--- src/sv/mrem_pkg.sv ---
// ============================================================================
// mrem_pkg
// Shared types and constants for the mixed relative error max-norm block.
// ============================================================================
package mrem_pkg;

    // Width of every coefficient part and of the result ratio.
    localparam int DATA_WIDTH = 32;
    // Default number of fraction bits of the fixed-point format.
    localparam int FRAC_BITS_DEFAULT = 16;

    // Configuration port.
    localparam int APB_ADDR_W = 3;
    localparam int APB_DATA_W = 32;
    // Register index, taken from paddr[2].
    localparam logic REG_ETA = 1'b0;
    localparam logic [DATA_WIDTH-1:0] ETA_RESET = DATA_WIDTH'(1);

    // One input word: a computed and a reference complex coefficient.
    typedef struct packed {
        logic signed [DATA_WIDTH-1:0] value_real;
        logic signed [DATA_WIDTH-1:0] value_imag;
        logic signed [DATA_WIDTH-1:0] ref_real;
        logic signed [DATA_WIDTH-1:0] ref_imag;
        logic                         last;
    } in_word_t;

    // One output word: the norm of a set.
    typedef struct packed {
        logic [DATA_WIDTH-1:0] max_error;
        logic                  saturated;
    } out_word_t;

    // Status of a magnitude unit.
    typedef struct packed {
        logic                  idle;
        logic                  done;
        logic [DATA_WIDTH-1:0] mag;
    } mag_res_t;

    // Status of the divider.
    typedef struct packed {
        logic                  idle;
        logic                  done;
        logic                  sat;
        logic [DATA_WIDTH-1:0] quo;
    } div_res_t;

endpackage

--- src/sv/mrem_mag.sv ---
// ============================================================================
// mrem_mag
// Complex magnitude floor(sqrt(re^2 + im^2)), computed bit-serially: a
// shift-add sum of squares, then a restoring square root, one bit per cycle.
// ============================================================================
module mrem_mag
    import mrem_pkg::*;
(
    input  logic                         clk,
    input  logic                         rst_n,
    input  logic                         start,
    input  logic                         ack,
    input  logic signed [DATA_WIDTH-1:0] re,
    input  logic signed [DATA_WIDTH-1:0] im,
    output mag_res_t                     res
);

    localparam int W     = DATA_WIDTH;
    localparam int CNT_W = $clog2(W);

    typedef enum logic [3:0] {
        MAG_IDLE = 4'b0001,
        MAG_SQ   = 4'b0010,
        MAG_RT   = 4'b0100,
        MAG_DONE = 4'b1000
    } mag_state_t;

    mag_state_t       state_reg, state_next;
    logic [CNT_W-1:0] cnt_reg, cnt_next;
    logic [W-1:0]     mr_reg, mr_next;
    logic [W-1:0]     mi_reg, mi_next;
    logic [W-1:0]     br_reg, br_next;
    logic [W-1:0]     bi_reg, bi_next;
    logic [2*W-1:0]   acc_reg, acc_next;
    logic [W:0]       rem_reg, rem_next;
    logic [W-1:0]     root_reg, root_next;

    logic [W-1:0]     abs_re, abs_im;
    logic [2*W-1:0]   acc_sq;
    logic [W+2:0]     rem_sh, trial, diff;
    logic             ge;

    // Magnitudes of the parts; the most negative value maps to 2^(W-1).
    assign abs_re = re[W-1] ? (~re + W'(1)) : re;
    assign abs_im = im[W-1] ? (~im + W'(1)) : im;

    // Sum of squares, multiplier bits taken most significant first.
    assign acc_sq = {acc_reg[2*W-2:0], 1'b0}
                  + (br_reg[W-1] ? (2*W)'(mr_reg) : '0)
                  + (bi_reg[W-1] ? (2*W)'(mi_reg) : '0);

    // Square root step: bring down two bits, try root*4+1.
    assign rem_sh = {rem_reg, acc_reg[2*W-1:2*W-2]};
    assign trial  = {1'b0, root_reg, 2'b01};
    assign ge     = (rem_sh >= trial);
    assign diff   = rem_sh - trial;

    // Sequencer.
    always_comb
    begin
        state_next = state_reg;
        cnt_next   = cnt_reg;
        mr_next    = mr_reg;
        mi_next    = mi_reg;
        br_next    = br_reg;
        bi_next    = bi_reg;
        acc_next   = acc_reg;
        rem_next   = rem_reg;
        root_next  = root_reg;
        case (state_reg)
            MAG_IDLE:
            begin
                if (start)
                begin
                    mr_next    = abs_re;
                    br_next    = abs_re;
                    mi_next    = abs_im;
                    bi_next    = abs_im;
                    acc_next   = '0;
                    cnt_next   = CNT_W'(W - 1);
                    state_next = MAG_SQ;
                end
            end
            MAG_SQ:
            begin
                acc_next = acc_sq;
                br_next  = {br_reg[W-2:0], 1'b0};
                bi_next  = {bi_reg[W-2:0], 1'b0};
                if (cnt_reg == '0)
                begin
                    cnt_next   = CNT_W'(W - 1);
                    rem_next   = '0;
                    root_next  = '0;
                    state_next = MAG_RT;
                end
                else
                begin
                    cnt_next = cnt_reg - CNT_W'(1);
                end
            end
            MAG_RT:
            begin
                rem_next  = ge ? diff[W:0] : rem_sh[W:0];
                root_next = {root_reg[W-2:0], ge};
                acc_next  = {acc_reg[2*W-3:0], 2'b00};
                if (cnt_reg == '0)
                begin
                    state_next = MAG_DONE;
                end
                else
                begin
                    cnt_next = cnt_reg - CNT_W'(1);
                end
            end
            MAG_DONE:
            begin
                if (ack)
                begin
                    state_next = MAG_IDLE;
                end
            end
            default:
            begin
                state_next = MAG_IDLE;
            end
        endcase
    end

    // Control registers.
    always_ff @(posedge clk or negedge rst_n)
    begin
        if (!rst_n)
        begin
            state_reg <= MAG_IDLE;
            cnt_reg   <= '0;
        end
        else
        begin
            state_reg <= state_next;
            cnt_reg   <= cnt_next;
        end
    end

    // Datapath registers.
    always_ff @(posedge clk)
    begin
        mr_reg   <= mr_next;
        mi_reg   <= mi_next;
        br_reg   <= br_next;
        bi_reg   <= bi_next;
        acc_reg  <= acc_next;
        rem_reg  <= rem_next;
        root_reg <= root_next;
    end

    assign res.idle = (state_reg == MAG_IDLE);
    assign res.done = (state_reg == MAG_DONE);
    assign res.mag  = root_reg;

endmodule

--- src/sv/mrem_div.sv ---
// ============================================================================
// mrem_div
// Restoring divider for (num << FRAC_BITS) / den, one quotient bit per
// cycle, with saturation to the largest DATA_WIDTH-bit value.
// ============================================================================
module mrem_div
    import mrem_pkg::*;
#(
    parameter int FRAC_BITS = FRAC_BITS_DEFAULT
)
(
    input  logic                  clk,
    input  logic                  rst_n,
    input  logic                  start,
    input  logic                  ack,
    input  logic [DATA_WIDTH-1:0] num,
    input  logic [DATA_WIDTH:0]   den,
    output div_res_t              res
);

    localparam int W     = DATA_WIDTH;
    localparam int NUM_W = DATA_WIDTH + FRAC_BITS;
    localparam int CNT_W = $clog2(NUM_W);

    typedef enum logic [2:0] {
        DIV_IDLE = 3'b001,
        DIV_RUN  = 3'b010,
        DIV_DONE = 3'b100
    } div_state_t;

    div_state_t       state_reg, state_next;
    logic [CNT_W-1:0] cnt_reg, cnt_next;
    logic [NUM_W-1:0] n_reg, n_next;
    logic [W:0]       den_reg, den_next;
    logic [W:0]       rem_reg, rem_next;
    logic [W-1:0]     q_reg, q_next;
    logic             ovf_reg, ovf_next;

    logic [W+1:0]     rem_sh, diff;
    logic             ge;

    // Shift in the next numerator bit and try the divisor.
    assign rem_sh = {rem_reg, n_reg[NUM_W-1]};
    assign ge     = (rem_sh >= {1'b0, den_reg});
    assign diff   = rem_sh - {1'b0, den_reg};

    // Sequencer. A quotient bit leaving the top of q_reg means overflow.
    always_comb
    begin
        state_next = state_reg;
        cnt_next   = cnt_reg;
        n_next     = n_reg;
        den_next   = den_reg;
        rem_next   = rem_reg;
        q_next     = q_reg;
        ovf_next   = ovf_reg;
        case (state_reg)
            DIV_IDLE:
            begin
                if (start)
                begin
                    n_next     = NUM_W'(num) << FRAC_BITS;
                    den_next   = den;
                    rem_next   = '0;
                    q_next     = '0;
                    ovf_next   = 1'b0;
                    cnt_next   = CNT_W'(NUM_W - 1);
                    state_next = DIV_RUN;
                end
            end
            DIV_RUN:
            begin
                n_next   = {n_reg[NUM_W-2:0], 1'b0};
                rem_next = ge ? diff[W:0] : rem_sh[W:0];
                q_next   = {q_reg[W-2:0], ge};
                ovf_next = ovf_reg | q_reg[W-1];
                if (cnt_reg == '0)
                begin
                    state_next = DIV_DONE;
                end
                else
                begin
                    cnt_next = cnt_reg - CNT_W'(1);
                end
            end
            DIV_DONE:
            begin
                if (ack)
                begin
                    state_next = DIV_IDLE;
                end
            end
            default:
            begin
                state_next = DIV_IDLE;
            end
        endcase
    end

    // Control registers.
    always_ff @(posedge clk or negedge rst_n)
    begin
        if (!rst_n)
        begin
            state_reg <= DIV_IDLE;
            cnt_reg   <= '0;
        end
        else
        begin
            state_reg <= state_next;
            cnt_reg   <= cnt_next;
        end
    end

    // Datapath registers.
    always_ff @(posedge clk)
    begin
        n_reg   <= n_next;
        den_reg <= den_next;
        rem_reg <= rem_next;
        q_reg   <= q_next;
        ovf_reg <= ovf_next;
    end

    assign res.idle = (state_reg == DIV_IDLE);
    assign res.done = (state_reg == DIV_DONE);
    assign res.sat  = ovf_reg;
    assign res.quo  = ovf_reg ? '1 : q_reg;

endmodule

--- src/sv/mixed_relative_error_max_norm.sv ---
// ============================================================================
// mixed_relative_error_max_norm
// Running maximum of |value| / (|reference| + eta) over a set of complex
// pairs, emitted on the word marked last.
// ============================================================================
//
//  Channel  Signals                                 Moves
//  -------  --------------------------------------  ------------------------
//  in       in_valid, in_ready, in_data             one coefficient pair
//  out      out_valid, out_ready, out_data          one norm per set
//  cfg      psel, penable, pwrite, paddr, pwdata,   eta register
//           prdata, pready
//
// A word passes through the two magnitude units (squaring, then square root,
// one bit per cycle), which take no new word until both are idle again; that
// loop sets the sustained rate. The divider works on one word while the
// magnitude units take the next.
// Reset clears the running maximum and the sticky flag and sets eta to 1.
// While an output word stalls, a divider result that ends a set is held,
// which in turn holds the magnitude units and then the input.
module mixed_relative_error_max_norm
    import mrem_pkg::*;
#(
    parameter int FRAC_BITS = FRAC_BITS_DEFAULT
)
(
    input  logic                  clk,
    input  logic                  rst_n,
    input  logic                  in_valid,
    output logic                  in_ready,
    input  in_word_t              in_data,
    output logic                  out_valid,
    input  logic                  out_ready,
    output out_word_t             out_data,
    input  logic                  psel,
    input  logic                  penable,
    input  logic                  pwrite,
    input  logic [APB_ADDR_W-1:0] paddr,
    input  logic [APB_DATA_W-1:0] pwdata,
    output logic [APB_DATA_W-1:0] prdata,
    output logic                  pready
);

    mag_res_t v_res, r_res;
    div_res_t d_res;

    logic [DATA_WIDTH-1:0] eta_reg, eta_next;
    logic                  last1_reg, last1_next;
    logic                  last2_reg, last2_next;
    logic [DATA_WIDTH-1:0] max_reg, max_next;
    logic                  sticky_reg, sticky_next;
    logic                  out_valid_reg, out_valid_next;
    out_word_t             out_data_reg, out_data_next;

    logic                  accept, hand, fin, load, cfg_wr;
    logic [DATA_WIDTH:0]   den;
    logic [DATA_WIDTH-1:0] new_max;
    logic                  new_sat;

    // Input side: take a word when both magnitude units are free.
    assign in_ready = v_res.idle & r_res.idle;
    assign accept   = in_valid & in_ready;

    mrem_mag u_mag_value (
        .clk   (clk),
        .rst_n (rst_n),
        .start (accept),
        .ack   (hand),
        .re    (in_data.value_real),
        .im    (in_data.value_imag),
        .res   (v_res)
    );

    mrem_mag u_mag_ref (
        .clk   (clk),
        .rst_n (rst_n),
        .start (accept),
        .ack   (hand),
        .re    (in_data.ref_real),
        .im    (in_data.ref_imag),
        .res   (r_res)
    );

    // Hand both magnitudes to the divider once it is free.
    assign hand = v_res.done & r_res.done & d_res.idle;
    assign den  = {1'b0, r_res.mag} + {1'b0, eta_reg};

    mrem_div #(
        .FRAC_BITS (FRAC_BITS)
    ) u_div (
        .clk   (clk),
        .rst_n (rst_n),
        .start (hand),
        .ack   (fin),
        .num   (v_res.mag),
        .den   (den),
        .res   (d_res)
    );

    // Retire a ratio; a last word also needs room in the output register.
    assign fin     = d_res.done & (~last2_reg | ~out_valid_reg | out_ready);
    assign load    = fin & last2_reg;
    assign new_max = (d_res.quo > max_reg) ? d_res.quo : max_reg;
    assign new_sat = sticky_reg | d_res.sat;

    // Configuration write.
    assign cfg_wr = psel & penable & pwrite & pready;

    always_comb
    begin
        eta_next       = eta_reg;
        last1_next     = last1_reg;
        last2_next     = last2_reg;
        max_next       = max_reg;
        sticky_next    = sticky_reg;
        out_valid_next = out_valid_reg;
        out_data_next  = out_data_reg;
        if (cfg_wr && (paddr[2] == REG_ETA))
        begin
            eta_next = pwdata[DATA_WIDTH-1:0];
        end
        if (accept)
        begin
            last1_next = in_data.last;
        end
        if (hand)
        begin
            last2_next = last1_reg;
        end
        if (out_ready)
        begin
            out_valid_next = 1'b0;
        end
        if (fin)
        begin
            if (last2_reg)
            begin
                out_data_next.max_error = new_max;
                out_data_next.saturated = new_sat;
                out_valid_next          = 1'b1;
                max_next                = '0;
                sticky_next             = 1'b0;
            end
            else
            begin
                max_next    = new_max;
                sticky_next = new_sat;
            end
        end
    end

    always_ff @(posedge clk or negedge rst_n)
    begin
        if (!rst_n)
        begin
            eta_reg       <= ETA_RESET;
            last1_reg     <= 1'b0;
            last2_reg     <= 1'b0;
            max_reg       <= '0;
            sticky_reg    <= 1'b0;
            out_valid_reg <= 1'b0;
        end
        else
        begin
            eta_reg       <= eta_next;
            last1_reg     <= last1_next;
            last2_reg     <= last2_next;
            max_reg       <= max_next;
            sticky_reg    <= sticky_next;
            out_valid_reg <= out_valid_next;
        end
    end

    // Output word register, loaded only when the result is final.
    always_ff @(posedge clk)
    begin
        if (load)
        begin
            out_data_reg <= out_data_next;
        end
    end

    assign out_valid = out_valid_reg;
    assign out_data  = out_data_reg;

    // Register read-back; addresses with paddr[2] set read as zero.
    assign prdata = (paddr[2] == REG_ETA) ? APB_DATA_W'(eta_reg) : '0;
    assign pready = 1'b1;

endmodule

--- config.mk ---
export PLATFORM = sky130hd
export DESIGN_NAME = mixed_relative_error_max_norm
export DESIGN_NICKNAME = d
export VERILOG_FILES = /design/src/sv/mrem_pkg.sv /design/src/sv/mrem_mag.sv /design/src/sv/mrem_div.sv /design/src/sv/mixed_relative_error_max_norm.sv
export SDC_FILE = /design/constraint.sdc
export NUM_CORES = 2
export LEC_CHECK = 0
export BUFFER_PORTS_ARGS = -buffer_cell sky130_fd_sc_hd__buf_2
export CAP_MARGIN = 20
export CORE_MARGIN = 4
export CORE_UTILIZATION = 35
export CTS_BUF_LIST = sky130_fd_sc_hd__clkbuf_8
export CTS_CLUSTER_DIAMETER = 40
export DETAILED_ROUTE_END_ITERATION = 8
export PLACE_DENSITY = 0.52
export REMOVE_ABC_BUFFERS = 1
export SYNTH_ARGS = -nofsm -noshare
export SYNTH_HDL_FRONTEND = slang
export SYNTH_SLANG_ARGS = --single-unit
--- constraint.sdc ---
create_clock -name clk -period 8.4 [get_ports clk]
set_clock_uncertainty 0.2 [all_clocks]
set_input_delay 0.42 -clock clk [delete_from_list [all_inputs] [get_ports clk]]
set_output_delay 0.42 -clock clk [all_outputs]
set_load 0.02 [all_outputs]
==> out/metrics.cfg <==
[clocking]
cts-buffers-inserted=170
path_clk_slew_ps=50
post_cts_resized=0
cts_root_buf=clkbuf_8
worstSkewPairLatency_ps=880
htreeDepth=4
cts_tree=built
numClockSinks=773
cts_buffer_depth=3

[floorplan]
start_util_pct=35.2
num_rows=135
core_mm2=0.135
dieArea_mm2=0.142
die-height_um=377
fp.dieW_um=377
io_pins=239

[yosys]
ys_types=84
synth_edf_count=678
ys_ff_latch=773
synth-seq-area-share_pct=47.6
ys.flop_type=edfxtp_1
avgSynthCellArea_um2=9.81
yosysWarnings=0
netlist_area_mm2=0.0477
postSynth.asyncResetShare_pct=12.3
syn_inst=4867

[placement]
numPortBuffers=235
dp.cells=6726
dp_hpwl_mm=81.0
routabilityCongestion=0.826

[grt]
antenna_found_initial=2
grt_pass1_wl_mm=195
grt_pass1_vias=37000
grt_usage_pct=16.7
grt-ovfl-total=0
grt_max_degree=79

[detailed_routing]
avgViaCountPerCell=5.04
wl_mm=120
drt-wirelength-per-cell_um=16.4
vias=36900
firstDrtPassIters=5
antenna_left=0
drt_iter0_markers=2001
drc=0

[pwr]
p_per_area_mw_per_mm2=251
ir_drop_v=0.000178
p_leak_nw=23.5

[worst_hold_path]
min_from=penable
hold_class=primary input to flip-flop

[sta]
finalCriticalPeriod_ps=5000
tightestPinTransition_ps=1120
finalHoldViolCount=0
setup-violations-final=0
slew_viol_final=0
tns_ps=0
relSlewSlack_pct=24.8
finalCritPeriodShare_pct=59.5
fin_hold_ws_ps=102
rsz0062_at_grt=false
fmax_ghz=0.200

[status]
status=completed

[flow_run]
maxCapViolCount=0

[setup_path]
start_kind=flip-flop
cp-startpoint=u_mag_value.bi_reg[31]
crit_arrival_ps=5350
worst-setup-path-type=flip-flop to flip-flop
cp.required_ps=8750
cp_max_fo=32
r2r-start=u_mag_value.bi_reg[31]
endpoint_kind=flip-flop

[final_layout]
syn_to_final_growth_pct=19.6
finalNonFillerCells=7325
fillers=13300
multi_input_area_mm2=0.0227
drive_above_1_share_pct=11.8
regArea_mm2=0.0227
fin_nets=5872

per-stage QoR:
step | cell area, um2 | setup slack, ps | utilization [%] | power, W
4_1_cts | 57100 | 3330 | 42.1 | 0.0145
2_1_floorplan | 47000 | 711 | - | 0.00883
6_report | 57100 | 3400 | 42.1 | 0.0144
3_3_place_gp | 50800 | 3420 | 37.5 | 0.0100
5_1_grt | 57100 | 3030 | 42.1 | 0.0154
3_5_place_dp | 50800 | 3370 | 37.5 | 0.0101
synth_stat cells, drive strengths merged, types with 34 or more instances:
| cell type | count | area [um2] |
|---|---|---|
| o31ai | 37 | 278 |
| or3 | 35 | 229 |
| o21a | 34 | 255 |
| o21ai | 324 | 1620 |
| o2bb2ai | 35 | 307 |
| nand3 | 88 | 445 |
| fa | 66 | 1320 |
| a21o | 116 | 871 |
| and3 | 40 | 250 |
| ha | 239 | 2990 |
| o22ai | 54 | 338 |
| dfrtp | 91 | 2280 |
| mux2 | 74 | 837 |
| nor3 | 64 | 320 |
| nor2b | 63 | 394 |
| a211oi | 44 | 330 |
| nand2 | 543 | 2040 |
| nor2 | 536 | 2010 |
| inv | 427 | 1600 |
| nand4 | 62 | 388 |
| xnor2 | 240 | 2100 |
| clkbuf | 180 | 676 |
| and2 | 64 | 400 |
| xor2 | 78 | 683 |
| a21oi | 282 | 1410 |
| edfxtp | 678 | 20400 |
what timing repair did:
item / in CTS / in global routing
hold buffers: 278 / 0
hold endpoints to repair: 332 / 0
setup buffers: 0 / 0
endpoints found under the setup margin: 0 / 0
where the power goes:
part           total, W  leakage, nW  switching, W  internal (W)
Clock           0.00421         1.92       0.00187       0.00234
Combinational   0.00474         14.1       0.00294       0.00180
Sequential      0.00540         7.52      0.000328       0.00507
Total            0.0144         23.5       0.00514       0.00921
area by class of cell:
class | instances | area share [%]
sequential | 773 | 39.8
multi-input combinational | 3469 | 39.8
timing repair buffer | 555 | 7.53
clock buffer | 174 | 4.20
tap | 1781 | 3.90
inverter | 427 | 2.81
clock inverter | 144 | 1.90
antenna | 2 | 0.00877
layer usage:
metal  part of all wire (%)  global-route usage (%)
met1                     48                    22.6
met2                     47                    27.7
met4                    1.9                    4.72
met5                      0                       0
met3                    3.9                    2.76
worst paths after layout:
path	to	slack, ps	cells after the start
max in group asynchronous	u_mag_value.cnt_reg[4]	6700	4
min in group asynchronous	eta_reg[0]	450	3
worst min-delay path	eta_reg[0]	100	4
worst min register to register	last1_reg	270	2
worst max-delay path	u_mag_value.acc_reg[47]	3400	16
worst max register to register	u_mag_value.acc_reg[47]	3400	16
critical path, cell delays in order (launching register included):
cell	delay, ps
edfxtp_1	310
buf_4	320
nand2_1	140
fa_1	510
inv_1	40
ha_1	230
fa_1	430
a211o_1	280
a21oi_1	210
o21ai_0	300
a32o_1	350
o31ai_1	570
o31ai_2	150
buf_4	230
nor3b_1	170
xnor2_1	140
o21ai_0	100
placed cells by master (no fill, tap or decap), types with 29 or more instances in the layout:
cell type,netlist,layout
o22ai_1,54,54
nor2_1,536,535
xnor2_1,240,240
clkbuf_8,0,174
a21o_1,116,116
mux2_2,73,73
nand2b_1,29,29
clkinv_2,0,31
dlygate4sd3_1,0,277
nand4_1,62,62
fa_1,66,66
edfxtp_1,678,678
o21a_1,34,33
o21ai_0,321,320
nand3_1,87,87
and2_1,63,63
a21oi_1,282,282
o31ai_1,37,36
nand2_1,543,535
nor3_1,64,63
o2bb2ai_1,35,35
buf_2,0,234
xor2_1,78,78
dfrtp_1,91,91
inv_1,427,470
or3_1,33,32
a211oi_1,44,44
buf_4,1,42
nor2b_1,63,63
and3_1,40,40
ha_1,239,239
cells by family after synthesis:
logic type / after synthesis / share of synthesized area (%)
compound gates: 1138 / 15.0
xor+xnor: 318 / 5.83
buf+inv: 625 / 4.92
simple gates: 1614 / 15.4
flops: 773 / 47.6
fa+ha+maj: 305 / 9.03
other cells: 1 / 0.00786
mux: 93 / 2.15
(Power assumes the default switching activity.)
